--- config.mk ---
export PLATFORM = sky130hd
export DESIGN_NAME = vmt_front
export DESIGN_NICKNAME = d
export VERILOG_FILES = /design/src/hdl/vmt_pkg.sv /design/src/hdl/vmt_front.sv
export SDC_FILE = /design/constraint.sdc
export NUM_CORES = 1
export LEC_CHECK = 0
export ABC_AREA = 1
export BUFFER_PORTS_ARGS = -buffer_cell sky130_fd_sc_hd__buf_2
export CAP_MARGIN = 20
export CORE_AREA = 2 2 229 231
export DETAILED_ROUTE_END_ITERATION = 10
export DIE_AREA = 0 0 231 233
export GPL_ROUTABILITY_DRIVEN = 0
export SYNTH_ARGS = -nofsm -noshare
export SYNTH_HDL_FRONTEND = slang
export SYNTH_SLANG_ARGS = --single-unit
--- constraint.sdc ---
create_clock -name aclk -period 3.2 [get_ports aclk]
set_input_delay 0.16 -clock aclk [delete_from_list [all_inputs] [get_ports aclk]]
set_output_delay 0.16 -clock aclk [all_outputs]
set_load 0.02 [all_outputs]
--- src/hdl/vmt_pkg.sv ---
package vmt_pkg;

    // sizes fixed by the field formats
    localparam int COORD_W    = 32;
    localparam int COEF_W     = 16;
    localparam int FRAC_BITS  = 12;
    localparam int CFG_W      = 17;
    localparam int CFG_IDX_W  = 3;
    localparam int CFG_DATA_W = 64;
    localparam int PROD_W     = COORD_W + COEF_W;
    localparam int SUM_W      = PROD_W + 2;
    localparam int SHIFT_W    = SUM_W - FRAC_BITS;

    // defaults for top level parameters
    localparam int MAX_VERTICES_DEF = 65536;
    localparam int QUEUE_DEPTH_DEF  = 4;

    // register stages in the back end, output register included
    localparam int BACK_STAGES = 3;

    // reset values of the window registers
    localparam logic [CFG_W-1:0] WINDOW_START_RST = CFG_W'(0);
    localparam logic [CFG_W-1:0] WINDOW_COUNT_RST = CFG_W'(1);
    localparam logic [COEF_W-1:0] COEF_ONE = COEF_W'(1 << FRAC_BITS);

    // configuration register indexes
    typedef enum logic [CFG_IDX_W-1:0] {
        REG_WINDOW_START = 3'd0,
        REG_WINDOW_COUNT = 3'd1,
        REG_MATRIX_ROW0  = 3'd2,
        REG_MATRIX_ROW1  = 3'd3,
        REG_MATRIX_ROW2  = 3'd4,
        REG_MATRIX_ROW3  = 3'd5
    } cfg_reg_t;

    // matrix[r][j] is row r, column j
    typedef logic [3:0][COEF_W-1:0] mat_row_t;
    typedef mat_row_t [3:0] matrix_t;

    typedef struct packed {
        logic signed [COORD_W-1:0] in_x;
        logic signed [COORD_W-1:0] in_y;
        logic signed [COORD_W-1:0] in_z;
        logic signed [COORD_W-1:0] in_w;
        logic                      last_vertex;
    } in_beat_t;

    typedef struct packed {
        logic signed [COORD_W-1:0] out_x;
        logic signed [COORD_W-1:0] out_y;
        logic signed [COORD_W-1:0] out_z;
        logic signed [COORD_W-1:0] out_w;
        logic                      out_last;
    } out_beat_t;

    // classified vertex handed from front to back
    typedef struct packed {
        in_beat_t beat;
        logic     sel;
    } work_t;

    // identity matrix after reset
    function automatic matrix_t identity_matrix();
        matrix_t m;
        m = '0;
        for (int r = 0; r < 4; r++) begin
            m[r][r] = COEF_ONE;
        end
        return m;
    endfunction

endpackage

--- src/hdl/vmt_front.sv ---
module vmt_front #(
    parameter int MAX_VERTICES = vmt_pkg::MAX_VERTICES_DEF
) (
    input  logic                             aclk,
    input  logic                             aresetn,
    input  logic                             s_valid,
    output logic                             s_ready,
    input  vmt_pkg::in_beat_t                s_beat,
    input  logic                             cfg_valid,
    output logic                             cfg_ready,
    input  logic [vmt_pkg::CFG_IDX_W-1:0]    cfg_index,
    input  logic [vmt_pkg::CFG_DATA_W-1:0]   cfg_data,
    input  logic                             q_full,
    output logic                             q_push,
    output vmt_pkg::work_t                   q_item,
    output vmt_pkg::matrix_t                 matrix
);
    import vmt_pkg::*;

    localparam int IDX_W = $clog2(MAX_VERTICES + 1);
    localparam int CMP_W = ((IDX_W > CFG_W) ? IDX_W : CFG_W) + 1;

    logic [CFG_W-1:0] window_start_reg, window_start_next;
    logic [CFG_W-1:0] window_count_reg, window_count_next;
    matrix_t          matrix_reg, matrix_next;
    logic [IDX_W-1:0] vertex_index_reg, vertex_index_next;

    logic             at_limit;
    logic             in_window;
    logic [CMP_W-1:0] idx_ext, first_ext, cnt_ext, offset;

    assign cfg_ready = 1'b1;
    assign s_ready   = !q_full;
    assign q_push    = s_valid && !q_full;
    assign matrix    = matrix_reg;

    // register writes, unknown indexes dropped
    always_comb begin
        window_start_next = window_start_reg;
        window_count_next = window_count_reg;
        matrix_next       = matrix_reg;
        if (cfg_valid) begin
            unique case (cfg_index)
                REG_WINDOW_START: window_start_next = cfg_data[CFG_W-1:0];
                REG_WINDOW_COUNT: window_count_next = cfg_data[CFG_W-1:0];
                REG_MATRIX_ROW0:  matrix_next[0] = cfg_data;
                REG_MATRIX_ROW1:  matrix_next[1] = cfg_data;
                REG_MATRIX_ROW2:  matrix_next[2] = cfg_data;
                REG_MATRIX_ROW3:  matrix_next[3] = cfg_data;
                default: ;
            endcase
        end
    end

    // window test against the running index
    always_comb begin
        idx_ext   = CMP_W'(vertex_index_reg);
        first_ext = CMP_W'(window_start_reg) - CMP_W'(1);
        cnt_ext   = (window_count_reg == '0) ? CMP_W'(1) : CMP_W'(window_count_reg);
        offset    = idx_ext - first_ext;
        at_limit  = (vertex_index_reg == IDX_W'(MAX_VERTICES));
        in_window = !at_limit && (idx_ext >= first_ext) && (offset < cnt_ext);
        q_item.beat = s_beat;
        q_item.sel  = (window_start_reg == '0) || in_window;
    end

    // index restarts after the last vertex and stops at the limit
    always_comb begin
        vertex_index_next = vertex_index_reg;
        if (q_push) begin
            if (s_beat.last_vertex) begin
                vertex_index_next = '0;
            end else if (!at_limit) begin
                vertex_index_next = vertex_index_reg + IDX_W'(1);
            end
        end
    end

    always_ff @(posedge aclk) begin
        if (!aresetn) begin
            window_start_reg <= WINDOW_START_RST;
            window_count_reg <= WINDOW_COUNT_RST;
            matrix_reg       <= identity_matrix();
            vertex_index_reg <= '0;
        end else begin
            window_start_reg <= window_start_next;
            window_count_reg <= window_count_next;
            matrix_reg       <= matrix_next;
            vertex_index_reg <= vertex_index_next;
        end
    end

endmodule

* Yosys cells after proc, flatten, opt, wreduce, memory -nomap -nowiden
Index checks and enable logic that the tools add are counted.
** Cells by class
- Add/sub/neg operators :: 3
- $lt $le $gt $ge :: 2
- Equal/unequal tests :: 7
- Multiplexer cells :: 3
- Reduce and logical (&&, ||, !) cells :: 16
** Operators with widths (number)
- 17-bit 2-to-1 mux :: 3
- 17-bit logical NOT :: 2
- 17-bit by 18-bit greater-or-equal comparator with 1-bit output :: 1
- 18-bit by 17-bit less-than comparator with 1-bit output :: 1
- 17-bit by 1-bit subtractor with 18-bit output, second input constant :: 1
- 17-bit by 18-bit subtractor with 18-bit output :: 1
- 17-bit by 1-bit adder with 17-bit output, second input constant :: 1
- 17-bit equality test, second input constant :: 1
- 2-bit AND reduction :: 7
- 3-bit by 2-bit equality test with 1-bit output, second input constant :: 2
- 3-bit equality test, second input constant :: 2
- 3-bit by 1-bit equality test with 1-bit output, second input constant :: 1
- 1-bit logical AND :: 3
- 3-bit logical NOT :: 1
- 1-bit logical NOT :: 2
- 2-bit inequality test, second input constant :: 1
- 1-bit logical OR :: 1
** Storage, ports and cells
- Register bits :: 307
- Input port bits :: 201
- Output and inout port bits :: 389

* Logic depth before layout (Yosys ltp)
Gate-level depths: netlist of the first run.
- Word-level depth :: 5
- Gate-level depth with buffers :: 26

* Least setup slack after synthesis of the first run
OpenSTA, ideal clock, no wires.
- Kind :: reg2out
- From :: register window_start_reg[0]
- To :: output port q_item[0] (netlist name)
- Arrival time :: 3.155 ns
- Required time :: 3.040 ns
- Setup slack :: -0.115 ns
- Stages on the path, launching flop included :: 24
- Cells stage by stage :: dfxtp_1 -> inv_1 -> ha_1 -> nand2_1 -> nor3_2 -> nand2_1 -> xor2_1 -> ha_1 -> a21oi_1 -> o21ai_0 -> a21oi_1 -> o21ai_2 -> a31oi_1 -> xnor2_1 -> ha_1 -> a21oi_1 -> nor3_1 -> a211oi_1 -> nand2_1 -> nand2_1 -> nand2_1 -> nand2_1 -> nand2_1 -> nand2_1
** RTL lines
- start, declared :: line vmt_front.sv:23 : logic [CFG_W-1:0] window_start_reg, window_start_next;
- start signal, assigned :: line vmt_front.sv:86 : window_start_reg <= window_start_next;
- end, declared :: line vmt_front.sv:15 : output vmt_pkg::work_t q_item,

==> summary.txt, run 1 <==
Synth
  • Synth unique cells: 43
  • Synthesized area: 13400 um^2
  • Syn Nets: 2019
  • Yosys Warn Count: 0
  • #FFs+latches synth: 307
  • Seq/Total Area, Yosys: 45.8%
  • Gate Count Post-Synth: 1781
  • Syn_area_per_cell: 7.54 um^2

Floorplanning
  • I/O pins: 590
  • Die H: around 230 um
  • Die W: 231 um
  • Initial Util: 26.3%
  • CORE AREA: about 51000 um^2
  • Row cnt: just over 80
  • Die area: 53800 um^2

Placement
  • DP Worst Slack: -462 ps
  • Final HPWL DP: roughly 34000 um
  • PortBufs: 332

Detailed routing
  • Vias: 12818
  • DRC Markers: 0
  • Drt wl/cell: 17.8 um
  • Post-Route WL: 49300 um
  • Vias per inst: 4.62
  • Final ANT Viol Nets: 0
  • DR pass1 iterations: 5
  • Drt initial violations: 685

GRT
  • Grt ovf: 0
  • Largest net degree at the start of global routing: 134
  • Total GRT Usage: 17.5%
  • First-pass GRT wire length: 73100 um
  • Initial antenna violation count: 3
  • Vias in the first global route: between 10000 and 15000

Clock network
  • CTS tree: yes
  • Clock Latency Late Sink: 540 ps
  • Root buffer cell: clkbuf_16
  • CTS sink count: 307
  • Clk slew on worst S/H paths: 60 ps
  • TritonCTS buffer count: 37
  • H-tree Lvls: 2
  • Clk buf depth: 3

Hold path
  • Hold WC Path Type: input port to flop

Timing
  • Unrepaired setup endpoints after global routing: yes
  • Pins Over Slew Limit: 0
  • Endpoints failing hold: 0
  • Fmax: 238 MHz
  • Finish-stage setup viols: 1
  • Crit share post-route: 131%
  • Slew HR: 33.0%
  • Clk_skew: 8.95 ps
  • Min cycle time layout: approximately 4200 ps
  • Least-Margin Pin Slew: 1000 ps
  • Setup slack after layout: -1000 ps

Worst setup path
  • Startpoint Class: flop
  • R2r worst-path depth: 14
  • Worst-path fanout max: 3
  • Crit end category: primary output
  • Worst path arrival time: 4040 ps
  • Reg-to-reg endpoint: vertex_index_reg[9]
  • Required time worst endpoint: 3040 ps
  • WS Path Type: flop to primary output
  • Worst Setup SP: window_start_reg[0]
  • Worst R2R Setup Slack: ~1000 ps
  • RR Startpoint: vertex_index_reg[0]
  • Critical path capture point: q_item[0]

Finish
  • Number of flip-flops in the largest register: 256
  • ANT cells: 0
  • Final nets: 2310
  • Filler instances: 5410
  • Layout cell share with drive strength beyond 1: 25.2%
  • Layout area overhead: 27.5%

Run status
  • Status: finished with violations
  • Failing checks: setup timing

Power
  • P_leak: 0.00844 uW
  • Pwr Density: 554 nW/um^2
  • Total Power: 9480 uW
  • Max rail drop VDD: 0.000419 V

Flow run
  • Max-cap check violation count: 0
## cell usage in the layout (no fill, tap or decap), types with 4 or more instances in the layout
| master | netlist | final |
|---|---|---|
| nor2_1 | 571 | 565 |
| buf_2 | 4 | 330 |
| dfxtp_1 | 307 | 305 |
| o21ai_0 | 299 | 299 |
| buf_4 | 130 | 83 |
| nand2_1 | 86 | 81 |
| inv_1 | 62 | 60 |
| a21oi_1 | 61 | 59 |
| dlygate4sd3_1 | 0 | 57 |
| clkbuf_16 | 0 | 37 |
| ha_1 | 36 | 35 |
| nand3_1 | 27 | 26 |
| xor2_1 | 25 | 25 |
| nor3_1 | 13 | 12 |
| inv_2 | 9 | 11 |
| xnor2_1 | 9 | 9 |
| nand2_2 | 5 | 9 |
| nand4_1 | 8 | 8 |
| clkbuf_1 | 85 | 7 |
| nor2_4 | 0 | 6 |
| clkinvlp_4 | 0 | 5 |
| nor3_2 | 4 | 4 |
| a21oi_2 | 2 | 4 |
## per-layer routing
layer  global-route usage (%)  wire length, um  share of wire, %
met1                     20.5            20100                41
met2                     29.1            23000                47
met3                     5.56             3970               8.1
met4                     8.33             2190               4.4
met5                   0.0919               22             0.045
## cells in the mapped netlist (all sizes together)
| cell type | n | area, um^2 |
|---|---|---|
| o211ai | 2 | 15.0 |
| a21o | 2 | 15.0 |
| a31oi | 2 | 12.5 |
| a21oi | 63 | 323 |
| a22oi | 1 | 7.51 |
| nand4 | 9 | 62.6 |
| a211oi | 2 | 20.0 |
| nor3 | 19 | 138 |
| clkbuf | 85 | 319 |
| nand2 | 91 | 354 |
| nand3 | 29 | 155 |
| buf | 137 | 1030 |
| o41ai | 1 | 16.3 |
| nor2 | 574 | 2160 |
| fa | 1 | 20.0 |
| dfxtp | 307 | 6150 |
| o21a | 1 | 7.51 |
| conb | 1 | 3.75 |
| nor4 | 4 | 37.5 |
| o21ai | 304 | 1530 |
| ha | 36 | 450 |
| o211a | 2 | 20.0 |
| xnor2 | 9 | 78.8 |
| inv | 72 | 273 |
| nand3b | 2 | 15.0 |
| xor2 | 25 | 219 |
## critical path, cell delays in order, from the launching register on
cell	delay [ps]
dfxtp_2	310
inv_2	70
ha_4	150
nand2_4	50
nor3_4	180
nand2_2	100
xor2_1	150
ha_1	350
nand2_2	90
nor2_4	120
nand4_1	120
o21ai_2	240
a31oi_2	150
xnor2_1	200
ha_1	280
a21oi_2	140
nor3_1	50
a211oi_1	200
nand2_1	80
nand2_1	90
nand2_2	60
nand2_1	60
nand2_1	50
nand2_2	80
buf_6	120
## metrics by stage
stage | cell area (um^2) | setup TNS, ps | util [%] | std cells | hold slack (ps)
floorplan | 13400 | -78.9 | - | 1781 | 286
global placement | 15300 | -397 | 29.9 | 2653 | 320
detailed placement | 15300 | -462 | 29.9 | 2653 | 320
CTS | 17000 | -1030 | 33.3 | 2771 | 1.08
global route | 17100 | -1290 | 33.5 | 2774 | 17.7
finish | 17100 | -1000 | 33.5 | 2774 | 28.9
## logic make-up (layout without fill, tap and decap cells)
| group | after synthesis | count (layout) | synth area share [%] |
|---|---|---|---|
| flops | 307 | 307 | 45.8 |
| buf+inv | 294 | 607 | 12.1 |
| xor+xnor | 34 | 34 | 2.22 |
| compound gates | 380 | 380 | 14.6 |
| fa+ha+maj | 37 | 37 | 3.50 |
| other cells | 1 | 1 | 0.0279 |
| simple gates | 728 | 728 | 21.8 |
## area by class of cell
class                           count  area [um^2]  share of cell area (%)
Clock buffer                       45          966                    5.64
Clock inverter                     16          201                    1.18
Inverter                           72          273                    1.59
Multi-Input combinational cell   1180         5770                    33.7
Sequential cell                   307         6150                    35.9
Tap cell                          680          851                    4.97
Timing Repair Buffer              474         2910                    17.0
## where the power goes
part / internal (uW) / switching (uW)
combinational: 505 / 820
clock: 2410 / 1730
sequential: 3950 / 66.8
total: 6860 / 2610
## repair_timing
item / in CTS / in global routing
hold buffers: 57 / 0
gates resized for setup: 3 / 20
setup endpoints to repair: 1 / 1
pin swaps: 2 / 21
endpoints found under the hold margin: 229 / 0
buffers inserted: 0 / 3
gates cloned: 0 / 0
## worst min path at each step
stage	from	endpoint	depth (start not counted)
after global placement	s_beat[121]	q_item[122]	0
after detailed placement	s_beat[121]	q_item[122]	0
after CTS	s_beat[0]	vertex_index_reg[12]	4
after global routing	cfg_data[13]	window_start_reg[13]	3
final	s_beat[0]	vertex_index_reg[11]	4
after floorplan	cfg_data[60]	matrix[252]	2
Power figures use the tool's default switching activity.
==> run 2: changes to the inputs <==
--- a/config.mk
+++ b/config.mk
@@ -12,6 +12,7 @@
 export DETAILED_ROUTE_END_ITERATION = 10
 export DIE_AREA = 0 0 231 233
 export GPL_ROUTABILITY_DRIVEN = 0
+export PLACE_DENSITY = 0.54
 export SYNTH_ARGS = -nofsm -noshare
 export SYNTH_HDL_FRONTEND = slang
 export SYNTH_SLANG_ARGS = --single-unit
==> summary.txt, run 2 (synthesis gave the netlist of run 1 again) <==
Run status
  • Status: finished with violations
  • Failing checks: setup timing

Worst setup path
  • Critical path capture point: q_item[0]
  • Reg-to-reg endpoint: vertex_index_reg[9]
  • WS Path Type: flop to primary output
  • Worst R2R Setup Slack: 1040 ps (+20 ps)
  • Worst-path fanout max: 4 (+1)
  • Startpoint Class: flop
  • Crit end category: primary output
  • Worst Setup SP: window_start_reg[2]
  • Required time worst endpoint: 3040 ps (about the same)
  • R2r worst-path depth: 14 (unchanged)
  • Worst path arrival time: 4130 ps (+90 ps)
  • RR Startpoint: vertex_index_reg[0]

Floorplanning
  • Die W: 231 um (unchanged)
  • I/O pins: 590 (unchanged)
  • CORE AREA: 51100 um^2 (unchanged)
  • Row cnt: 83 (unchanged)
  • Die area: 53800 um^2 (unchanged)
  • Initial Util: 26.3% (unchanged)
  • Die H: 233 um (unchanged)

Finish
  • Final nets: 2319 (+0.39%)
  • Most common cell after layout, fill and taps aside: nor2_1
  • Layout area overhead: 28.7%
  • Commonest non-fill, non-tap cells in the layout: 566 x nor2_1, 330 x buf_2, 306 x dfxtp_1
  • Layout cell share with drive strength beyond 1: 25.2% (+0.058 points)
  • Number of flip-flops in the largest register: 256 (unchanged)

Timing
  • Pins Over Slew Limit: 0 (unchanged)
  • Slew HR: 45.7% (+13 points)
  • Crit share post-route: 134% (+2.6 points)
  • Unrepaired setup endpoints after global routing: yes
  • Min cycle time layout: 4290 ps (+82.5 ps)
  • Least-Margin Pin Slew: 814 ps (-190 ps)
  • Endpoints failing hold: 0 (unchanged)
  • Setup TNS: -1090 ps (-82.5 ps)
  • Fmax: 233 MHz (-1.9%)
  • Clk_skew: 20.1 ps (+11.2 ps)
  • Finish-stage setup viols: 1 (unchanged)
  • Setup slack after layout: -1090 ps (-82.5 ps)

Detailed routing
  • DR pass1 iterations: 5 (unchanged)
  • Vias: 12748 (-0.55%)
  • Post-Route WL: 48700 um (-1.1%)
  • Drt wl/cell: 17.5 um (-1.7%)
  • DRC Markers: 0 (unchanged)
  • Final ANT Viol Nets: 0 (unchanged)
  • Drt initial violations: 658 (-3.9%)
  • Vias per inst: 4.57 (-1.2%)

GRT
  • Total GRT Usage: 17.5% (-0.090 points)
  • First-pass GRT wire length: 73000 um (about the same)
  • Vias in the first global route: 12533 (-0.48%)
  • Grt ovf: 0 (unchanged)
  • Initial antenna violation count: 4 (+1)
  • Largest net degree at the start of global routing: 139 (+3.7%)

Placement
  • Final HPWL DP: 33500 um (-1.2%)
  • PortBufs: 332 (unchanged)

Clock network
  • H-tree Lvls: 2 (unchanged)
  • Clock Latency Late Sink: 550 ps (about the same)
  • CTS tree: yes
  • TritonCTS buffer count: 38 (+2.7%)
  • Clk slew on worst S/H paths: 60 ps (about the same)
  • Root buffer cell: clkbuf_16
  • CTS sink count: 307 (unchanged)
  • Clk buf depth: 3 (unchanged)

Power
  • Total Power: 9580 uW (+1.1%)
  • Pwr Density: 555 nW/um^2 (+0.17%)
  • Max rail drop VDD: 0.000327 V (-22%)
  • P_leak: 0.00854 uW (+1.2%)

Flow run
  • Max-cap check violation count: 0 (unchanged)

Hold path
  • Hold WC Path Type: input port to flop
[run 2: changes by cell type in the layout (fill, tap and decap cells not counted), moves of 5 or more]
cell and change:
clkbuf_8 +6, dlygate4sd3_1 +5, clkinvlp_4 -5, clkinv_2 +5
[run 2: critical path, stage by stage (launching register included)]
cell	delay (ps)
dfxtp_1	340
nor2_1	190
nand2_4	80
nor3_4	190
nand2_2	110
xor2_1	150
ha_1	340
nand2_2	90
nor2_4	110
nand4_1	150
o21ai_4	250
a31oi_4	130
xnor2_1	190
ha_1	270
a21oi_1	180
nor3_1	60
a211oi_1	210
nand2_1	100
nand2_1	80
nand2_1	50
nand2_1	60
nand2_1	60
nand2_2	60
buf_6	120
[run 2: timing repair]
action / 4_1_cts / 5_1_grt
hold endpoints to repair: 243 / 0
gates resized for setup: 2 / 21
pin swaps: 2 / 18
setup buffers: 0 / 2
setup endpoints to repair: 1 / 1
hold buffers: 62 / 0
[run 2: cell type report]
cell class	count	area (um^2)
Clock inverter	14	149
Clock buffer	54	1080
Timing Repair Buffer	482	2990
Sequential cell	307	6150
Tap cell	680	851
Fill cell	5413	33800
Antenna cell	2	5.00
Multi-Input combinational cell	1180	5780
Inverter	72	273
[run 2: worst min-delay path by stage]
stage	endpoint	from	cells past startpoint	slack (ps)
2_1_floorplan	matrix[252]	cfg_data[60]	2	290
3_3_place_gp	q_item[101]	s_beat[100]	0	320
3_5_place_dp	q_item[101]	s_beat[100]	0	320
4_1_cts	vertex_index_reg[11]	s_beat[0]	4	3
5_1_grt	matrix[134]	cfg_data[6]	3	30
6_report	matrix[134]	cfg_data[6]	3	10
[run 2: report_power, final]
group          switching, uW  leakage, uW  total [uW]  internal, uW
clock                   1770     0.000611        4240          2470
sequential              64.7      0.00250        4020          3950
combinational            814      0.00543        1320           510
total                   2650      0.00854        9580          6930
[run 2: per-layer routing]
metal | wire length (um) | vias up | part of all wire (%) | GRT usage [%]
met1 | 19800 | 5861 | 41 | 20.3
met4 | 2200 | 4 | 4.5 | 8.02
met3 | 4290 | 159 | 8.8 | 5.70
li1 | - | 6222 | - | -
met5 | 14 | - | 0.029 | 0
met2 | 22400 | 502 | 46 | 29.0
[run 2: through the flow]
stage          util (%)  worst slack [ps]  instances  cell area (um^2)  hold WS (ps)
6_report           33.8             -1090       2791             17300          12.2
4_1_cts            33.6             -1100       2787             17200          3.20
3_5_place_dp       30.0              -483       2657             15300           320
5_1_grt            33.8             -1390       2791             17300          32.6
3_3_place_gp       30.0              -410       2657             15300           320
2_1_floorplan         -             -78.9       1781             13400           286
==> run 3: changes to the inputs <==
--- a/config.mk
+++ b/config.mk
@@ -13,6 +13,7 @@
 export DIE_AREA = 0 0 231 233
 export GPL_ROUTABILITY_DRIVEN = 0
 export PLACE_DENSITY = 0.54
+export REMOVE_ABC_BUFFERS = 1
 export SYNTH_ARGS = -nofsm -noshare
 export SYNTH_HDL_FRONTEND = slang
 export SYNTH_SLANG_ARGS = --single-unit
==> summary.txt, run 3 (synthesis gave the netlist of run 1 again) <==
Clock network
  • CTS tree: yes
  • Root buffer cell: clkbuf_16
  • H-tree Lvls: 2 (unchanged)
  • Clk buf depth: 3 (unchanged)
  • Clock Latency Late Sink: 550 ps (about the same)
  • CTS sink count: 307 (unchanged)
  • TritonCTS buffer count: 37 (-2.6%)
  • Clk slew on worst S/H paths: 60 ps (about the same)

Worst setup path
  • RR Startpoint: vertex_index_reg[1]
  • Required time worst endpoint: 3040 ps (about the same)
  • Crit end category: primary output
  • Crit path buf inv count: 2 (+1)
  • WS Path Type: flop to primary output
  • Worst R2R Setup Slack: 1010 ps (-30 ps)
  • Worst Setup SP: window_start_reg[1]
  • Slowest cell on the critical path: ha_1
  • R2r worst-path depth: 14 (unchanged)
  • Startpoint Class: flop
  • Top delay family on crit path: simple AND/OR/NAND/NOR gates
  • Slowest stage delay, CP: 340 ps (about the same)
  • Reg-to-reg endpoint: vertex_index_reg[9]
  • Cell mode on critical path: nand2_2
  • Worst-path fanout max: 3 (-1)
  • Worst path arrival time: 4030 ps (-100 ps)
  • Crit path cell chain: inv_2 > ha_4 > nand2_4 > nor3_4 > nand2_2 > xor2_1 > ha_1 > nand2_2 > nor2_4 > nand4_1 > o21ai_2 > a31oi_2 > xnor2_1 > ha_1 > a21oi_2 > nor3_1 > a211oi_1 > nand2_1 > nand2_1 > nand2_1 > nand2_2 > nand2_2 > nand2_2 > buf_6

Power
  • P_leak: 0.00852 uW (-0.29%)
  • Part of the power in the clock network: 43.9% (-0.4 points)
  • Combinational Power Share: 14.0% (+0.2 points)
  • NetSw: 2620 uW (-1.1%)
  • Total Power: 9550 uW (-0.37%)
  • Pwr Density: 554 nW/um^2 (-0.20%)
  • Max rail drop VDD: 0.000396 V (+21%)
  • Sequential share of power: 42.1% (+0.2 points)
  • Internal power: 6920 uW (about the same)
  • Switch share: 27.5% (-0.20 points)

Finish
  • Commonest non-fill, non-tap cells in the layout: 566 x nor2_1, 330 x buf_2, 306 x dfxtp_1
  • Final nets: 2320 (+0.043%)
  • Number of flip-flops in the largest register: 256 (unchanged)
  • Filler instances: 5419 (+0.11%)
  • Final core occ: 33.8% (-0.059 points)
  • Layout cell share with drive strength beyond 1: 25.0% (-0.21 points)
  • Post-Layout Inst Area: 17200 um^2 (-0.17%)
  • Most common cell after layout, fill and taps aside: nor2_1
  • Layout area overhead: 28.5%

Detailed routing
  • Post-Route WL: 69800 um (+43%)
  • Vias per inst: 4.72 (+3.3%)
  • Vias: 13164 (+3.3%)
  • Drt wl/cell: 25.0 um (+43%)
  • DR pass1 iterations: 6 (+1)
  • Drt initial violations: 860 (+31%)
  • DRC Markers: 0 (unchanged)
  • Final ANT Viol Nets: 0 (unchanged)

GRT
  • Largest net degree at the start of global routing: 126 (-9.4%)
  • Initial antenna violation count: 1 (-3)
  • Total GRT Usage: 25.1% (+7.6 points)
  • Grt ovf: 0 (unchanged)
  • Vias in the first global route: 12495 (-0.30%)
  • First-pass GRT wire length: 95200 um (+30%)

Floorplanning
  • Die H: 233 um (unchanged)
  • I/O pins: 590 (unchanged)
  • Die W: 231 um (unchanged)
  • CORE AREA: 51100 um^2 (unchanged)
  • Die area: 53800 um^2 (unchanged)
  • Row cnt: 83 (unchanged)
  • Initial Util: 26.3% (unchanged)

Hold path
  • WHS Endpoint: matrix[7]
  • Hold Path Depth: 3 (unchanged)
  • Min-delay src: cfg_data[7]
  • Hold WC Path Type: input port to flop

Timing
  • Slew HR: 39.7% (-6.0 points)
  • Clk_skew: 14.0 ps (-6.13 ps)
  • Pins Over Slew Limit: 0 (unchanged)
  • Setup TNS: -986 ps (+100 ps)
  • Min cycle time layout: 4190 ps (-100 ps)
  • Crit share post-route: 131% (-3.1 points)
  • Fmax: 239 MHz (+2.4%)
  • Setup slack after layout: -986 ps (+100 ps)
  • Finish-stage setup viols: 1 (unchanged)
  • Unrepaired setup endpoints after global routing: yes
  • Endpoints failing hold: 0 (unchanged)
  • Least-Margin Pin Slew: 904 ps (+89.6 ps)
  • Hold slack: 12.1 ps (-0.120 ps)

Placement
  • Area post-placement: 15300 um^2 (+0.15%)
  • Final HPWL DP: 54000 um (+61%)
  • PortBufs: 332 (unchanged)

Run status
  • Status: finished with violations
  • Failing checks: setup timing

Flow run
  • Max-cap check violation count: 0 (unchanged)
run 3: routing by layer:
metal  vias up  global-route usage, %  routed length (um)
met5         -                   14.3                1060
met4        16                   7.46                2190
met3       119                   27.4               16400
met2       791                   37.5               29200
met1      6014                   21.1               20900
li1       6224                      -                   -
run 3: per-stage QoR:
stage | worst slack (ps) | cells
2_1_floorplan | -115 | 1559
3_3_place_gp | -430 | 2657
6_report | -986 | 2789
5_1_grt | -1360 | 2789
4_1_cts | -1070 | 2785
3_5_place_dp | -468 | 2657
run 3: worst reg2reg max path: stages (launching register included):
cell	delay [ps]
dfxtp_1	340
inv_1	90
buf_4	170
ha_1	190
nand3_1	100
nor3_2	50
nand3_2	100
nand2_2	60
nand2_2	230
nand2_2	130
nor3_2	220
nand2_2	100
o21ai_1	160
nand2_1	70
nor2_1	100
run 3: power groups by stage:
stage	registers (uW)	clock network (uW)	logic, uW
6_report	4020	4200	1330
3_3_place_gp	4090	0	1220
4_1_cts	4020	4260	1300
5_1_grt	4030	4420	1460
3_5_place_dp	4100	0	1230
2_1_floorplan	4230	0	507
run 3: worst max-delay path by stage:
| stage | to | slack, ps | cells after the start |
|---|---|---|---|
| 6_report | q_item[0] | -990 | 24 |
| 4_1_cts | q_item[0] | -1070 | 24 |
| 5_1_grt | q_item[0] | -1360 | 24 |
| 2_1_floorplan | q_item[0] | -120 | 23 |
| 3_5_place_dp | q_item[0] | -470 | 24 |
| 3_3_place_gp | q_item[0] | -430 | 24 |
run 3: layout make-up:
type                            count  area [um^2]  share of cell area [%]
Clock inverter                     13          160                   0.929
Tap cell                          680          851                    4.93
Sequential cell                   307         6150                    35.6
Multi-Input combinational cell   1180         5760                    33.4
Timing Repair Buffer              484         3040                    17.6
Clock buffer                       51         1010                    5.85
Inverter                           72          273                    1.58
Antenna cell                        2         5.00                  0.0290
run 3: what timing repair did:
item / in CTS / in global routing
endpoints found under the hold margin: 264 / 0
hold buffers: 64 / 0
buffers inserted: 0 / 2
pin swaps: 3 / 18
setup endpoints to repair: 1 / 1
gates resized for setup: 3 / 19
cloned: 0 / 0
