## src/hdl/vmt_pkg.sv

```systemverilog
package vmt_pkg;

    // sizes fixed by the field formats
    localparam int COORD_W    = 32;
    localparam int COEF_W     = 16;
    localparam int FRAC_BITS  = 12;
    localparam int CFG_W      = 17;
    localparam int CFG_IDX_W  = 3;
    localparam int CFG_DATA_W = 64;
    localparam int PROD_W     = COORD_W + COEF_W;
    localparam int SUM_W      = PROD_W + 2;
    localparam int SHIFT_W    = SUM_W - FRAC_BITS;

    // defaults for top level parameters
    localparam int MAX_VERTICES_DEF = 65536;
    localparam int QUEUE_DEPTH_DEF  = 4;

    // register stages in the back end, output register included
    localparam int BACK_STAGES = 3;

    // reset values of the window registers
    localparam logic [CFG_W-1:0] WINDOW_START_RST = CFG_W'(0);
    localparam logic [CFG_W-1:0] WINDOW_COUNT_RST = CFG_W'(1);
    localparam logic [COEF_W-1:0] COEF_ONE = COEF_W'(1 << FRAC_BITS);

    // configuration register indexes
    typedef enum logic [CFG_IDX_W-1:0] {
        REG_WINDOW_START = 3'd0,
        REG_WINDOW_COUNT = 3'd1,
        REG_MATRIX_ROW0  = 3'd2,
        REG_MATRIX_ROW1  = 3'd3,
        REG_MATRIX_ROW2  = 3'd4,
        REG_MATRIX_ROW3  = 3'd5
    } cfg_reg_t;

    // matrix[r][j] is row r, column j
    typedef logic [3:0][COEF_W-1:0] mat_row_t;
    typedef mat_row_t [3:0] matrix_t;

    typedef struct packed {
        logic signed [COORD_W-1:0] in_x;
        logic signed [COORD_W-1:0] in_y;
        logic signed [COORD_W-1:0] in_z;
        logic signed [COORD_W-1:0] in_w;
        logic                      last_vertex;
    } in_beat_t;

    typedef struct packed {
        logic signed [COORD_W-1:0] out_x;
        logic signed [COORD_W-1:0] out_y;
        logic signed [COORD_W-1:0] out_z;
        logic signed [COORD_W-1:0] out_w;
        logic                      out_last;
    } out_beat_t;

    // classified vertex handed from front to back
    typedef struct packed {
        in_beat_t beat;
        logic     sel;
    } work_t;

    // identity matrix after reset
    function automatic matrix_t identity_matrix();
        matrix_t m;
        m = '0;
        for (int r = 0; r < 4; r++) begin
            m[r][r] = COEF_ONE;
        end
        return m;
    endfunction

endpackage

```

## src/hdl/vmt_queue.sv

```systemverilog
module vmt_queue #(
    parameter int DEPTH = vmt_pkg::QUEUE_DEPTH_DEF
) (
    input  logic           aclk,
    input  logic           aresetn,
    input  logic           push,
    input  vmt_pkg::work_t push_item,
    output logic           full,
    input  logic           pop,
    output logic           not_empty,
    output vmt_pkg::work_t pop_item
);
    import vmt_pkg::*;

    localparam int PTR_W = $clog2(DEPTH);
    localparam int CNT_W = $clog2(DEPTH + 1);

    work_t            mem_reg [DEPTH];
    logic [PTR_W-1:0] wr_ptr_reg, wr_ptr_next;
    logic [PTR_W-1:0] rd_ptr_reg, rd_ptr_next;
    logic [CNT_W-1:0] count_reg, count_next;
    logic             do_push, do_pop;

    assign full      = (count_reg == CNT_W'(DEPTH));
    assign not_empty = (count_reg != '0);
    assign pop_item  = mem_reg[rd_ptr_reg];
    assign do_push   = push && !full;
    assign do_pop    = pop && not_empty;

    // pointer and fill count update
    always_comb begin
        wr_ptr_next = wr_ptr_reg;
        rd_ptr_next = rd_ptr_reg;
        count_next  = count_reg;
        if (do_push) begin
            wr_ptr_next = (wr_ptr_reg == PTR_W'(DEPTH - 1)) ? '0 : wr_ptr_reg + PTR_W'(1);
        end
        if (do_pop) begin
            rd_ptr_next = (rd_ptr_reg == PTR_W'(DEPTH - 1)) ? '0 : rd_ptr_reg + PTR_W'(1);
        end
        if (do_push && !do_pop) begin
            count_next = count_reg + CNT_W'(1);
        end else if (do_pop && !do_push) begin
            count_next = count_reg - CNT_W'(1);
        end
    end

    always_ff @(posedge aclk) begin
        if (!aresetn) begin
            wr_ptr_reg <= '0;
            rd_ptr_reg <= '0;
            count_reg  <= '0;
        end else begin
            wr_ptr_reg <= wr_ptr_next;
            rd_ptr_reg <= rd_ptr_next;
            count_reg  <= count_next;
        end
    end

    // entry storage
    always_ff @(posedge aclk) begin
        if (do_push) begin
            mem_reg[wr_ptr_reg] <= push_item;
        end
    end

endmodule

```

## config.mk

```make
export PLATFORM = sky130hd
export DESIGN_NAME = vmt_queue
export DESIGN_NICKNAME = d
export VERILOG_FILES = /design/src/hdl/vmt_pkg.sv /design/src/hdl/vmt_queue.sv
export SDC_FILE = /design/constraint.sdc
export NUM_CORES = 1
export LEC_CHECK = 0
export BUFFER_PORTS_ARGS = -buffer_cell sky130_fd_sc_hd__buf_2
export CAP_MARGIN = 5
export CORE_MARGIN = 2
export CORE_UTILIZATION = 54
export CTS_BUF_LIST = sky130_fd_sc_hd__clkbuf_8
export CTS_CLUSTER_DIAMETER = 80
export DETAILED_ROUTE_END_ITERATION = 16
export PLACE_DENSITY = 0.79
export SKIP_CTS_REPAIR_TIMING = 1
export SLEW_MARGIN = 20
export SYNTH_ARGS = -nofsm -noshare
export SYNTH_HDL_FRONTEND = slang
export SYNTH_SLANG_ARGS = --single-unit
```

## constraint.sdc

```tcl
create_clock -name aclk -period 4.3 [get_ports aclk]
set_clock_uncertainty 0.2 [all_clocks]
set_input_delay 0.43 -clock aclk [delete_from_list [all_inputs] [get_ports aclk]]
set_output_delay 0.43 -clock aclk [all_outputs]
set_load 0.05 [all_outputs]
```

After elaboration in Yosys (flattened, before gate mapping)
Memories as Yosys holds them, arrays and structs flattened. A register that Yosys moved wholly into a read port is not among the register bits.
Cells that the tools add are included.

storage, ports and cells
  flip-flop bits (word level) = 7
  bits in writable memories = 520
  word-level logic and storage cells = 28
  memories = 1

cells by class
  add/sub/neg operators = 4
  eq/ne operators = 3
  muxes and demuxes = 8
  reduce and logical (&&, ||, !) cells = 9

memories
  name     depth  width  read ports  clocked after memory_dff  write ports  line             text
  mem_reg  4      130    1           1                         1            vmt_queue.sv:18  work_t mem_reg [DEPTH];

operators with widths
  cell                 count
  $mux 2               4
  $mux 3               2
  $add 2x1->2 const B  2
  $eq 2x2->1 const B   2
  $logic_and 1x1->1    4
  $add 3x1->3 const B  1
  $eq 3x3->1 const B   1
  $logic_not 1->1      3
  $reduce_bool 3->1    1
  $sub 3x1->3 const B  1
  $mux 1               2
  $reduce_bool 2->1    1

Longest topological paths before layout
Gate-level depths: netlist (run 1).

  depth after elaboration = 7
  gate-level depth with buffers = 9
  mapped depth without buffers = 8

Worst setup path after synthesis (run 1)
OpenSTA, ideal clock, no wires.

  path type = reg-to-reg
  start = register count_reg[0]
  end = memory mem_reg[1][0] (netlist bit) (enable)
  library setup time = 0.505 ns
  arrival = 4.080 ns
  data required time = 3.595 ns
  path slack = -0.485 ns
  stages on the path, launching flop included = 5
  buffers on the path = 1
  clock period less this slack = 4.785 ns
  path through = dfxtp_1 -> nor3b_1 -> nor2b_1 -> clkbuf_1 -> and2_1

between the ends
  longest elaborated chain between the ends = 5

RTL lines
  what                          line             text
  start: declaration            vmt_queue.sv:21  logic [CNT_W-1:0] count_reg, count_next;
  start signal: assignment      vmt_queue.sv:56  count_reg <= count_next;
  $eq 3x3->1                    vmt_queue.sv:24  assign full = (count_reg == CNT_W'(DEPTH));
  net full                      vmt_queue.sv:8   output logic full,
  $logic_not 1->1               vmt_queue.sv:27  assign do_push = push && !full;
  $logic_and 1x1->1             vmt_queue.sv:27
  net do_push                   vmt_queue.sv:22  logic do_push, do_pop;
  $mux 1                        vmt_queue.sv:62  if (do_push) begin
  $mux 1 (not written as such)  vmt_queue.sv:63  mem_reg[wr_ptr_reg] <= push_item;
  end: declaration              vmt_queue.sv:18

The timed path passes the listed nets, and every way through them passes these cells.

==> results of run 1 <==
==> worst register-to-register path, delay by kind of cell (launching register included) <==
kind	cells	cell delay, ps
and+or+nand+nor	3	1240
DFF	1	450
buffers and inverters	1	490
==> worst max path at each step <==
stage / cells past startpoint / from / slack (ps) / endpoint
after floorplan: 4 / count_reg[0]$_SDFFE_PN0P_ / 810 / mem_reg[0][0]$_DFFE_PP_
after global placement: 4 / push / 1550 / mem_reg[3][128]$_DFFE_PP_
after detailed placement: 4 / count_reg[0]$_SDFFE_PN0P_ / 1540 / mem_reg[1][21]$_DFFE_PP_
after CTS: 3 / flop / 1020 / pop_item[114]
after global routing: 3 / flop / 940 / pop_item[114]
final: 3 / flop / 1100 / pop_item[63]
==> layout make-up <==
cell class	count	area (um2)
Sequential cell	529	15800
Fill cell	2237	11500
Multi-Input combinational cell	167	3210
Timing Repair Buffer	409	2840
Clock buffer	82	1130
Tap cell	461	577
Clock inverter	58	312
Inverter	3	11.3
Antenna cell	2	5.00
==> layer usage <==
metal / vias to the layer above / part of all wire (%)
met5: - / 0.032
met4: 2 / 1.5
met3: 47 / 7.3
met2: 348 / 51
met1: 4790 / 40
li1: 4085 / -
==> through the flow <==
step | instances | setup slack [ps] | area, um2 | total power, mW
floorplan | 730 | 807 | 19300 | 10.3
global placement | 1438 | 1550 | 21100 | 11.2
detailed placement | 1438 | 1540 | 21100 | 11.3
CTS | 1578 | 1020 | 22600 | 15.0
global route | 1710 | 943 | 23900 | 15.5
finish | 1711 | 1100 | 23900 | 14.9
==> where the power goes <==
part | leakage (nW) | total (mW) | internal [mW] | switching [mW]
registers | 4.84 | 6.49 | 6.29 | 0.201
logic | 2.51 | 4.73 | 1.46 | 3.27
clock network | 0.835 | 3.72 | 1.90 | 1.82
==> kinds of logic after synthesis <==
kind of cell / count (synthesis)
AOI/OAI and AO/OA: 5
xor gates and xnor gates: 2
DFF: 529
muxes: 133
buffers and inverters: 34
and+or+nand+nor: 20
adders and majority gates: 7
==> placed cells by master, fill, tap and decap left out, types with 6 or more instances in the layout <==
cell	synthesis	layout
buf_12	11	8
buf_2	10	265
clkbuf_8	0	82
clkinv_1	0	12
clkinv_2	0	11
dfxtp_1	9	7
dlygate4sd3_1	0	131
edfxtp_1	520	520
ha_1	6	6
inv_1	3	30
mux4_2	130	130
nand2_1	6	6
==> impl_summary.md, run 1 <==
Outcome
The run finished with clean final reports.

Logic synthesis
The count of mapped cells out of synthesis is 730. Ranked by instance count, the synthesized netlist is headed by edfxtp_1 (520), mux4_2 (130), buf_12 (11). After synthesis, the largest family of logic cells by area is multiplexers. Of the total synthesized cell area, the portion taken by full adders, half adders and majority gates is 0.492%. The count of unique library cells instantiated by Yosys is 25. edfxtp_1 is the most common cell in the netlist. The library cell with the largest summed area after synthesis is edfxtp_1. Synthesis produced a netlist with a net count of 871. The post-synthesis xor/xnor area fraction is 0.0906%. The area of the mapped netlist is 19,300 um2. The post-synthesis register bit count is 529.

The async set or reset register ratio after synthesis is 0%. The portion of synthesized cell area occupied by the leading cell type is a little over 80%. By area the synthesized netlist is led by edfxtp_1 (81%), mux4_2 (15%), buf_12 (1.1%). The simple-gate area share of the yosys netlist is 0.537%. The sequential area share after synthesis is 81.7%. The count of yosys warnings during synthesis is 0. In the synthesized netlist the dominant register cell turns out to be edfxtp_1. Summing the areas of all compound-gate instances in the mapped netlist gives 0.155% of the synthesized area.

A synthesized cell averages 26.5 um2. The number of enable flip-flop cells after synthesis is between 500 and 600. Multiplexer cells account for 15.3% of the synthesized area.

Placement
The placer congestion estimate is 0.726. The detailed-placement wirelength estimate is 20,800 um. The total of buffers placed on input and output ports is 265.

Detailed routing
The count of vias placed by the detailed router is 9,272. The starting DRC count in detailed routing is 640. In the routed layout, each cell is associated on average with a via count of 5.42.

The wire length per cell after detailed routing is roughly 22 um. In the routed design, unresolved DRC markers number 0. The routed design has roughly 37,000 um of wire.

The number of iterations in the first detailed-routing pass is 5. Once detail routing completed, the nets flagged for antenna violations numbered 0.

Global route
The total overflow left after global routing is 0. The met2 track demand over resource in global routing is 30.5%. Global routing used 19.3% of the available tracks. In this run the most used layer during global routing was met2. In the global route stage, met1 resource usage came out at roughly 26%. The number of global-route vias before repair is 9,307. The initial antenna violation count came to 2. The largest net degree at the start of global routing is 131.

The global-route wire length before repair is 54,400 um. The met3 global-route usage is 6.07%.

STA
The final critical path takes up between 70 and 80% of the cycle. The total of endpoints with negative setup slack in the final report is 0. At the pin with the least slew margin, the transition time is 909 ps. The setup total negative slack is 0 ps. After layout, the minimum clock period comes to 3200 ps. The number of pins exceeding their max-slew limit in the final report came to 0. The number of failing hold endpoints at the final stage was 0. Setup repair after global routing left no endpoint under its margin.

The tightest hold path in the finished design has a slack of 57.8 ps. The top achievable clock speed is 0.313 GHz. The worst max-slew margin expressed relative to the limit is 39.4%.

Clock tree
The clock latency on the worst-skew pair is 610 ps. TritonCTS built the clock tree. The number of clock sinks is 529. Clock-pin slew was measured on the worst setup and hold paths at 50 ps. The clock tree synthesis step divided the H-tree into 3 levels. No sink is reached through more buffers than the 3 on the longest clock path. The tree is rooted in a clkbuf_8. The number of clock buffers added by TritonCTS is 81.

Layout
Measured on the finished design, the core utilization comes to between 60% and 70%. The register with the most flip-flops in the layout has 520 of them. From synthesis to final layout, the design area changed by 23.5%. The layout cell share with drive strength beyond 1 is 41.3%. The final net count is ~1,300.

Power
Summed over all cells, the static leakage comes to roughly 8.2 nW. IR analysis of the VDD net gives a maximum drop of 0.468 mV. Dividing total power by cell area gives a power density of 625 nW/um2.

Floorplan
Once the floorplan was initialized, standard cells occupied between 50% and 60% of the core. The die covers 37,300 um2. The die outline width is slightly below 200 um. The floorplan step defined a core boundary enclosing approximately 35,000 um2.

The floorplan step set the die height to just under 200 um. The count of standard-cell rows is just under 70. Pin placement for this block handled ~270 I/O pins.

Setup path
The critical path data arrival time is 2570 ps. The worst setup path category is reg -> out. The setup slack of the most critical reg-to-reg path is 1560 ps. The kind of capture point of the worst setup path is a primary output. The maximum fanout count along the critical path is 62. The required time of the worst setup path is 3670 ps. For this run, the slowest stage of the critical path takes 830 ps. The buffering stage count on the worst path with inverters included is 2. The signal on the critical path passes through buf_12 > mux4_2 > buf_2.

The startpoint identified for the worst register-to-register timing path is count_reg[0]$_SDFFE_PN0P_. The reg-to-reg critical path endpoint is mem_reg[1][28]$_DFFE_PP_. The kind of cell with the highest combined delay along the critical path is flip-flops. The slowest cell on the critical path is dfxtp_4. For the worst flop-to-flop path, the logic depth is 4. STA classifies the critical path startpoint as a flop.

Hold path
The worst hold path begins at pop. The number of cells traversed by the worst hold path is 3. The min-delay analysis places its worst path in the category in -> reg.

Run
The number of max-cap violations is 0.
(Power assumes the default switching activity.)
==> inputs of run 2 (changes only) <==
--- a/config.mk
+++ b/config.mk
@@ -8,11 +8,11 @@
 export BUFFER_PORTS_ARGS = -buffer_cell sky130_fd_sc_hd__buf_2
 export CAP_MARGIN = 5
 export CORE_MARGIN = 2
-export CORE_UTILIZATION = 54
+export CORE_UTILIZATION = 59
 export CTS_BUF_LIST = sky130_fd_sc_hd__clkbuf_8
 export CTS_CLUSTER_DIAMETER = 80
 export DETAILED_ROUTE_END_ITERATION = 16
-export PLACE_DENSITY = 0.79
+export PLACE_DENSITY = 0.82
 export SKIP_CTS_REPAIR_TIMING = 1
 export SLEW_MARGIN = 20
 export SYNTH_ARGS = -nofsm -noshare
==> constraint.sdc (replaced) <==
create_clock -name aclk -period 3.3 [get_ports aclk]
set_clock_uncertainty 0.2 [all_clocks]
set_input_delay 0.33 -clock aclk [delete_from_list [all_inputs] [get_ports aclk]]
set_output_delay 0.33 -clock aclk [all_outputs]
set_load 0.05 [all_outputs]
==> impl_summary.md, run 2 (synthesized netlist as in run 1, its figures left out) <==
Outcome
The run finished with clean final reports.

STA
The final worst hold slack was 69.2 ps (+11.4 ps). The final clock period utilization by the worst path is 90.5%. The worst max-slew margin expressed relative to the limit came to 56.8% (+17 points).

The number of pins exceeding their max-slew limit in the final report is 0 (unchanged). Setup repair after global routing left no endpoint under its margin. The number of failing hold endpoints at the final stage was 0 (unchanged).

The worst-margin pin slew is 642 ps (-267 ps). The total of endpoints with negative setup slack in the final report is 0 (unchanged). For this run, the top clock speed supported by timing is approximately 0.33 GHz. The setup total negative slack is 0 ps (unchanged). The minimum period implied by the final worst setup slack is approximately 3000 ps.

Setup path
The worst setup path category is reg -> out. The reg-to-reg critical path endpoint is count_reg[2]$_SDFFE_PN0P_. The worst-case reg-to-reg path depth is 8 (+4).

The buffering stage count on the worst path with inverters included is 2 (unchanged). The most critical setup path has its endpoint at pop_item[78]. The maximum fanout count along the critical path is 38 (-39%). The kind of capture point of the worst setup path is a primary output. The largest incremental delay on the critical path is 630 ps (-200 ps). The count of cell instances traversed by the critical path is 3 (unchanged). STA classifies the critical path startpoint as a flop.

In this design, the largest share of critical-path delay is due to flip-flops. The required time of the worst setup path is 2770 ps (-900 ps). The setup slack of the most critical reg-to-reg path is 600 ps (-960 ps). The critical path data arrival time is 2460 ps (-110 ps). For this design, the slowest cell found on the critical path is dfxtp_4.

The critical path goes through buf_12 > mux4_2 > buf_2. The worst register-to-register path begins at count_reg[0]$_SDFFE_PN0P_.

Global route
The global-route wire length before repair is 53,700 um (-1.3%). The number of global-route vias before repair is 9,277 (-0.32%). The largest net degree at the start of global routing was 54 (-59%). The global-route usage over all layers came to 21.4% (+2.1 points).

The initial antenna violation count is 4 (+2). The final global-route overflow total is 0 (unchanged).

Floorplan
The full die area came to 34,200 um2 (-8.3%). The die outline width was 185 um (-4.2%). The die span in y is 185 um (-4.2%).

The count of standard-cell rows came to 66 (-4.3%). The I/O pin total is 266 (unchanged). The effective utilization at floorplan is 59.7% (+5.1 points). The core footprint is 32,400 um2 (-8.5%).

Layout
The final net count came to 1,338 (+0.45%). The fill cell total of the finished layout is 1,785 (-20%). The area taken by flip-flops and latches is 15,800 um2 (unchanged).

In the layout the commonest cells are edfxtp_1 (520), buf_2 (265), dlygate4sd3_1 (131), mux4_2 (130), clkbuf_8 (86). The total non-filler cell area in the finished layout is 24,000 um2 (+0.61%). The area used by multi-input combinational logic is 3220 um2 (+0.16%). The flip-flop count of the largest register after layout is 520 (unchanged). From synthesis to final layout, the design area changed by 24.3%. The filler-free cell count of the finished design came to 1,707 (-0.23%).

The layout cell share with drive strength beyond 1 is 41.3% (+0.050 points). The most common library cell in the layout ignoring fill and taps is edfxtp_1. The utilization after layout is 74.2% (+6.8 points).

Hold path
The class of the tightest hold or removal check is in -> reg.

Placement
The placer congestion estimate came to 0.720 (-0.80%). The detailed-placement wirelength estimate came to 21,700 um (+4.6%). The placed cell area is 21,300 um2 (+0.57%).

The total of buffers placed on input and output ports is 265 (unchanged). The number of cells in the design after placement is 1,426 (-0.83%).

Clock tree
TritonCTS built the clock tree. The number of levels the H-tree was split into was 3 (unchanged). The clock latency on the worst-skew pair is 590 ps (-20 ps). CTS placed an instance of clkbuf_8 at the clock tree root. The number of clock sinks is 529 (unchanged).

The clock-pin slew on the worst setup and hold paths is 60 ps (about the same). The number of clock buffers inserted by TritonCTS was 80 (-1.2%). The maximum buffer depth of the clock tree is 3 (unchanged).

Detailed routing
The DRC violations left is 0 (unchanged). The wire length per cell after detailed routing is 23.3 um (+6.2%). The number of iterations in the first detailed-routing pass is 5 (unchanged). The remaining number of nets flagged by the antenna check after routing is 0 (unchanged).

The count of vias placed by the detailed router came to 9,479 (+2.2%). The starting DRC count in detailed routing is 754 (+18%). The wire length after detailed routing is 39,700 um (+5.9%).

The via density per instance came to 5.55 (+2.5%).

Power
The standby leakage power is 8.27 nW (+0.99%). The worst IR drop on VDD came to 0.584 mV (+25%). The areal power density over the cells is 816 nW/um2 (+31%).

Run
The number of max-cap violations was 0 (unchanged).
==> run 2: layout make-up <==
class / instances / share of cell area [%]
Tap cell: 442 / 2.30
Inverter: 3 / 0.0469
Timing Repair Buffer: 416 / 12.4
Clock inverter: 60 / 1.15
Antenna cell: 4 / 0.0417
Sequential cell: 529 / 65.8
Clock buffer: 86 / 4.93
Multi-Input combinational cell: 167 / 13.4
==> run 2: worst min-delay path by stage <==
stage / cells after the start / start / end / slack (ps)
floorplan: 0 / push_item[0] / mem_reg[0][0]$_DFFE_PP_ / 230
global placement: 2 / wr_ptr_reg[1]$_SDFFE_PN0P_ / wr_ptr_reg[1]$_SDFFE_PN0P_ / 290
detailed placement: 2 / wr_ptr_reg[1]$_SDFFE_PN0P_ / wr_ptr_reg[1]$_SDFFE_PN0P_ / 300
CTS: 1 / push_item[64] / mem_reg[1][64]$_DFFE_PP_ / -300
global route: 3 / push / wr_ptr_reg[1]$_SDFFE_PN0P_ / 50
finish: 3 / pop / flop / 70
==> run 2: stage by stage <==
stage | setup slack [ps] | power [mW]
after floorplan | 49.1 | 13.4
after global placement | 826 | 14.6
after detailed placement | 739 | 14.7
after CTS | 252 | 19.6
after global routing | 159 | 20.3
final | 315 | 19.6
==> run 2: worst register-to-register path, delay by kind of cell, from the launching register on <==
family | cells | cell delay (ps)
AND/OR/NAND/NOR | 3 | 910
adder cells (fa/ha/maj) | 2 | 680
flip-flops | 1 | 440
XOR/XNOR | 1 | 160
AO/OA/AOI/OAI | 1 | 170
buffers and inverters | 1 | 70
==> run 2: power by group <==
group          internal [mW]  total [mW]  switching [mW]
sequential              8.18        8.46           0.279
clock                   2.48        4.89            2.40
combinational           1.96        6.27            4.32
total                   12.6        19.6            7.00
==> run 2: metal layers <==
metal,part of all wire (%),track usage [%],vias up
li1,-,-,4104
met1,38,28.0,4898
met2,51,33.2,403
met3,8.2,7.75,74
met4,2.6,8.51,0
met5,0,0,-
==> inputs of run 3 (changes only) <==
--- a/config.mk
+++ b/config.mk
@@ -5,6 +5,7 @@
 export SDC_FILE = /design/constraint.sdc
 export NUM_CORES = 1
 export LEC_CHECK = 0
+export ABC_AREA = 1
 export BUFFER_PORTS_ARGS = -buffer_cell sky130_fd_sc_hd__buf_2
 export CAP_MARGIN = 5
 export CORE_MARGIN = 2
@@ -12,7 +13,7 @@
 export CTS_BUF_LIST = sky130_fd_sc_hd__clkbuf_8
 export CTS_CLUSTER_DIAMETER = 80
 export DETAILED_ROUTE_END_ITERATION = 16
-export PLACE_DENSITY = 0.82
+export PLACE_DENSITY = 0.81
 export SKIP_CTS_REPAIR_TIMING = 1
 export SLEW_MARGIN = 20
 export SYNTH_ARGS = -nofsm -noshare
==> impl_summary.md, run 3 <==
Detailed routing
The met2 wirelength from detailed routing is 22,700 um (+12%). The wire length after detailed routing is 45,900 um (+15%). The total met3 wirelength after detailed routing came to 3920 um (+20%). Routed signal wires occupy layers up through met4.

The wire length per cell after detailed routing is 20.2 um (-13%). The starting DRC count in detailed routing is 1,256 (+67%). The via density per instance is 5.70 (+2.7%). The DRC violations left is 0 (unchanged). The number of iterations in the first detailed-routing pass was 5 (unchanged). The remaining number of nets flagged by the antenna check after routing is 0 (unchanged). The count of vias placed by the detailed router was 12,950 (+37%).

The wire length on met1 is 18,300 um (+20%).

Global route
The final global-route overflow total is 0 (unchanged). The global-route wire length before repair is 64,900 um (+21%). The initial antenna violation count was 2 (-2). The global-route usage over all layers came to 24.0% (+2.6 points).

The number of global-route vias before repair is 12,033 (+30%). The largest net degree at the start of global routing is 140 (+160%).

Logic synthesis
The count of unique library cells instantiated by Yosys is 23 (-8.0%). The average cell area after synthesis is 14.9 um2 (-44%). The number of nets produced by synthesis is 1,469 (+69%). The area of the mapped netlist is 19,800 um2 (+2.3%). The main flop type after synthesis is edfxtp_1. The number of enable flip-flop cells after synthesis was 520 (unchanged).

The post-synthesis register bit count was 529 (unchanged). The synthesized design spends more area on one cell type than any other, namely edfxtp_1. The sequential area share after synthesis is 79.9% (-1.8 points). By instance count, the leading cell after synthesis is edfxtp_1. The portion of synthesized cell area occupied by the leading cell type is 79.0% (-1.8 points). The count of yosys warnings during synthesis is 0 (unchanged).

The async set or reset register ratio after synthesis was 0% (unchanged). In the post-synthesis netlist, the biggest area contributors are edfxtp_1 (79%), nor2_1 (5.3%), o21ai_0 (4.9%). By count the netlist is led by edfxtp_1 (520), nor2_1 (277), o21ai_0 (192). The count of mapped cells out of synthesis is 1,328 (+82%).

STA
The total of endpoints with negative setup slack in the final report was 0 (unchanged). The number of pins exceeding their max-slew limit in the final report came to 0 (unchanged). The worst-margin pin slew is 609 ps (-33.1 ps). The setup total negative slack is 0 ps (unchanged). The final clock period utilization by the worst path was 90.5% (about the same). The number of failing hold endpoints at the final stage was 0 (unchanged). The worst max-slew margin expressed relative to the limit is 59.4% (+2.6 points). The slack of the critical path is 314 ps (-0.548 ps).

The top achievable clock speed is 0.335 GHz (about the same). The final worst hold slack is 195 ps (+126 ps). The minimum period implied by the final worst setup slack was 2990 ps (+0.548 ps). Setup repair after global routing left no endpoint under its margin.

Placement
The detailed-placement wirelength estimate is 24,600 um (+13%). The number of cells in the design after placement was 1,990 (+40%). The setup slack after placement is 910 ps (+171 ps). The placer congestion estimate was 0.799 (+11%). The total of buffers placed on input and output ports came to 265 (unchanged). The placed cell area is 21,600 um2 (+1.8%).

Floorplan
The core footprint was 33,300 um2 (+2.8%). The count of standard-cell rows is 67 (+1.5%). The die outline width was 187 um (+1.1%). The die span in y is 187 um (+1.1%). The effective utilization at floorplan is 59.4% (-0.32 points). The I/O pin total is 266 (unchanged).

The full die area came to 35,000 um2 (+2.2%).

Setup path
Among all stages on the critical path, the largest delay is contributed by dfxtp_4. The worst setup path category is reg -> out. The critical path data arrival time came to 2460 ps (about the same). The maximum fanout count along the critical path came to 130 (+240%). The kind of capture point of the worst setup path is a primary output. The kind of cell with the highest combined delay along the critical path is buffers and inverters. The largest incremental delay on the critical path was 390 ps (-240 ps). The buffering stage count on the worst path with inverters included is 3 (+1). STA classifies the critical path startpoint as a flop. The critical path goes through inv_12 > buf_4 > o21ai_0 > o22ai_1 > buf_2. The required time of the worst setup path is 2770 ps (about the same).

Layout
In the layout the commonest cells are edfxtp_1 (520), nor2_1 (273), buf_2 (265), o21ai_0 (192), dlygate4sd3_1 (134). The area growth from synthesis to layout is 23.6%. The area used by multi-input combinational logic was 3370 um2 (+4.8%). The flip-flop count of the largest register after layout is 520 (unchanged). The filler-free cell count of the finished design is 2,270 (+33%). The total non-filler cell area in the finished layout was 24,400 um2 (+1.7%). The layout cell share with drive strength beyond 1 is 22.3% (-19 points). The utilization after layout is 73.4% (-0.82 points). Leaving out fill and tap cells, the most frequent cell in the layout is edfxtp_1. The final net count was 1,900 (+42%). The area taken by flip-flops and latches is 15,800 um2 (unchanged). The fill cell total of the finished layout came to 1,946 (+9.0%).

Clock tree
The maximum buffer depth of the clock tree is 3 (unchanged). The number of levels the H-tree was split into is 3 (unchanged). The clock latency on the worst-skew pair is 600 ps (about the same). The number of clock buffers inserted by TritonCTS was 81 (+1.3%).

The clock-pin slew on the worst setup and hold paths is 60 ps (about the same). The number of clock sinks is 529 (unchanged). The TritonCTS clock tree is yes. Clock tree synthesis selected as its root buffer the cell clkbuf_8.

Outcome
The run finished with clean final reports.

Power
The areal power density over the cells is 870 nW/um2 (+6.6%). The power consumption is 21.3 mW (+8.4%). The worst IR drop on VDD was 0.831 mV (+42%). The standby leakage power is 8.78 nW (+6.2%).

Hold path
The worst hold path belongs to the class in -> reg.

Run
The number of max-cap violations came to 0 (unchanged).
## run 3: cell types whose count changed after synthesis, sizes merged, moves of 15 or more
cell	previous run	this run
mux4	130	0
clkbuf	3	45
nor2	2	277
inv	3	18
o21ai	3	262
o22ai	0	130
## run 3: per-layer routing
metal / GRT usage (%) / up-vias
met3: 6.62 / 72
met1: 32.4 / 6414
li1: - / 5896
met2: 37.8 / 568
met5: 0 / -
met4: 8.85 / 0
## run 3: final timing paths
path | slack (ps) | cells after the start | startpoint | endpoint
worst max-delay path | 310 | 5 | flop | pop_item[37]
worst min-delay path | 200 | 4 | push | wr_ptr_reg[0]$_SDFFE_PN0P_
worst max register to register | 790 | 9 | count_reg[1]$_SDFFE_PN0P_ | count_reg[1]$_SDFFE_PN0P_
worst min register to register | 310 | 2 | count_reg[0]$_SDFFE_PN0P_ | count_reg[0]$_SDFFE_PN0P_
## run 3: cells by family after synthesis
group                    share of synthesized area [%]
AO/OA/AOI/OAI                                     10.8
adder cells (fa/ha/maj)                          0.481
buffers and inverters                             3.21
AND/OR/NAND/NOR                                   5.64
flip-flops                                        79.9
## run 3: power by group
| group | switching [mW] | internal, mW | leakage [nW] |
|---|---|---|---|
| registers | 0.189 | 8.18 | 4.84 |
| clock network | 2.39 | 2.47 | 0.855 |
| logic | 6.27 | 1.77 | 3.09 |
## run 3: final cells by class
class | instances | share of cell area (%)
clock inverters | 55 | 0.917
well taps | 448 | 2.29
multi-input cells | 696 | 13.8
flip-flops and latches | 529 | 64.7
repair buffers | 433 | 12.9
diodes | 2 | 0.0205
clock buffers | 89 | 5.01
inverters | 18 | 0.338
## run 3: worst register-to-register path, cell delays in order, from the launching register on
cell and delay [ps]:
dfxtp_1 340, nor2_1 180, nand2_1 150, nand2_1 390
inv_1 100, ha_1 230, inv_1 90, fa_1 420
o21ai_0 240, nor2_1 70
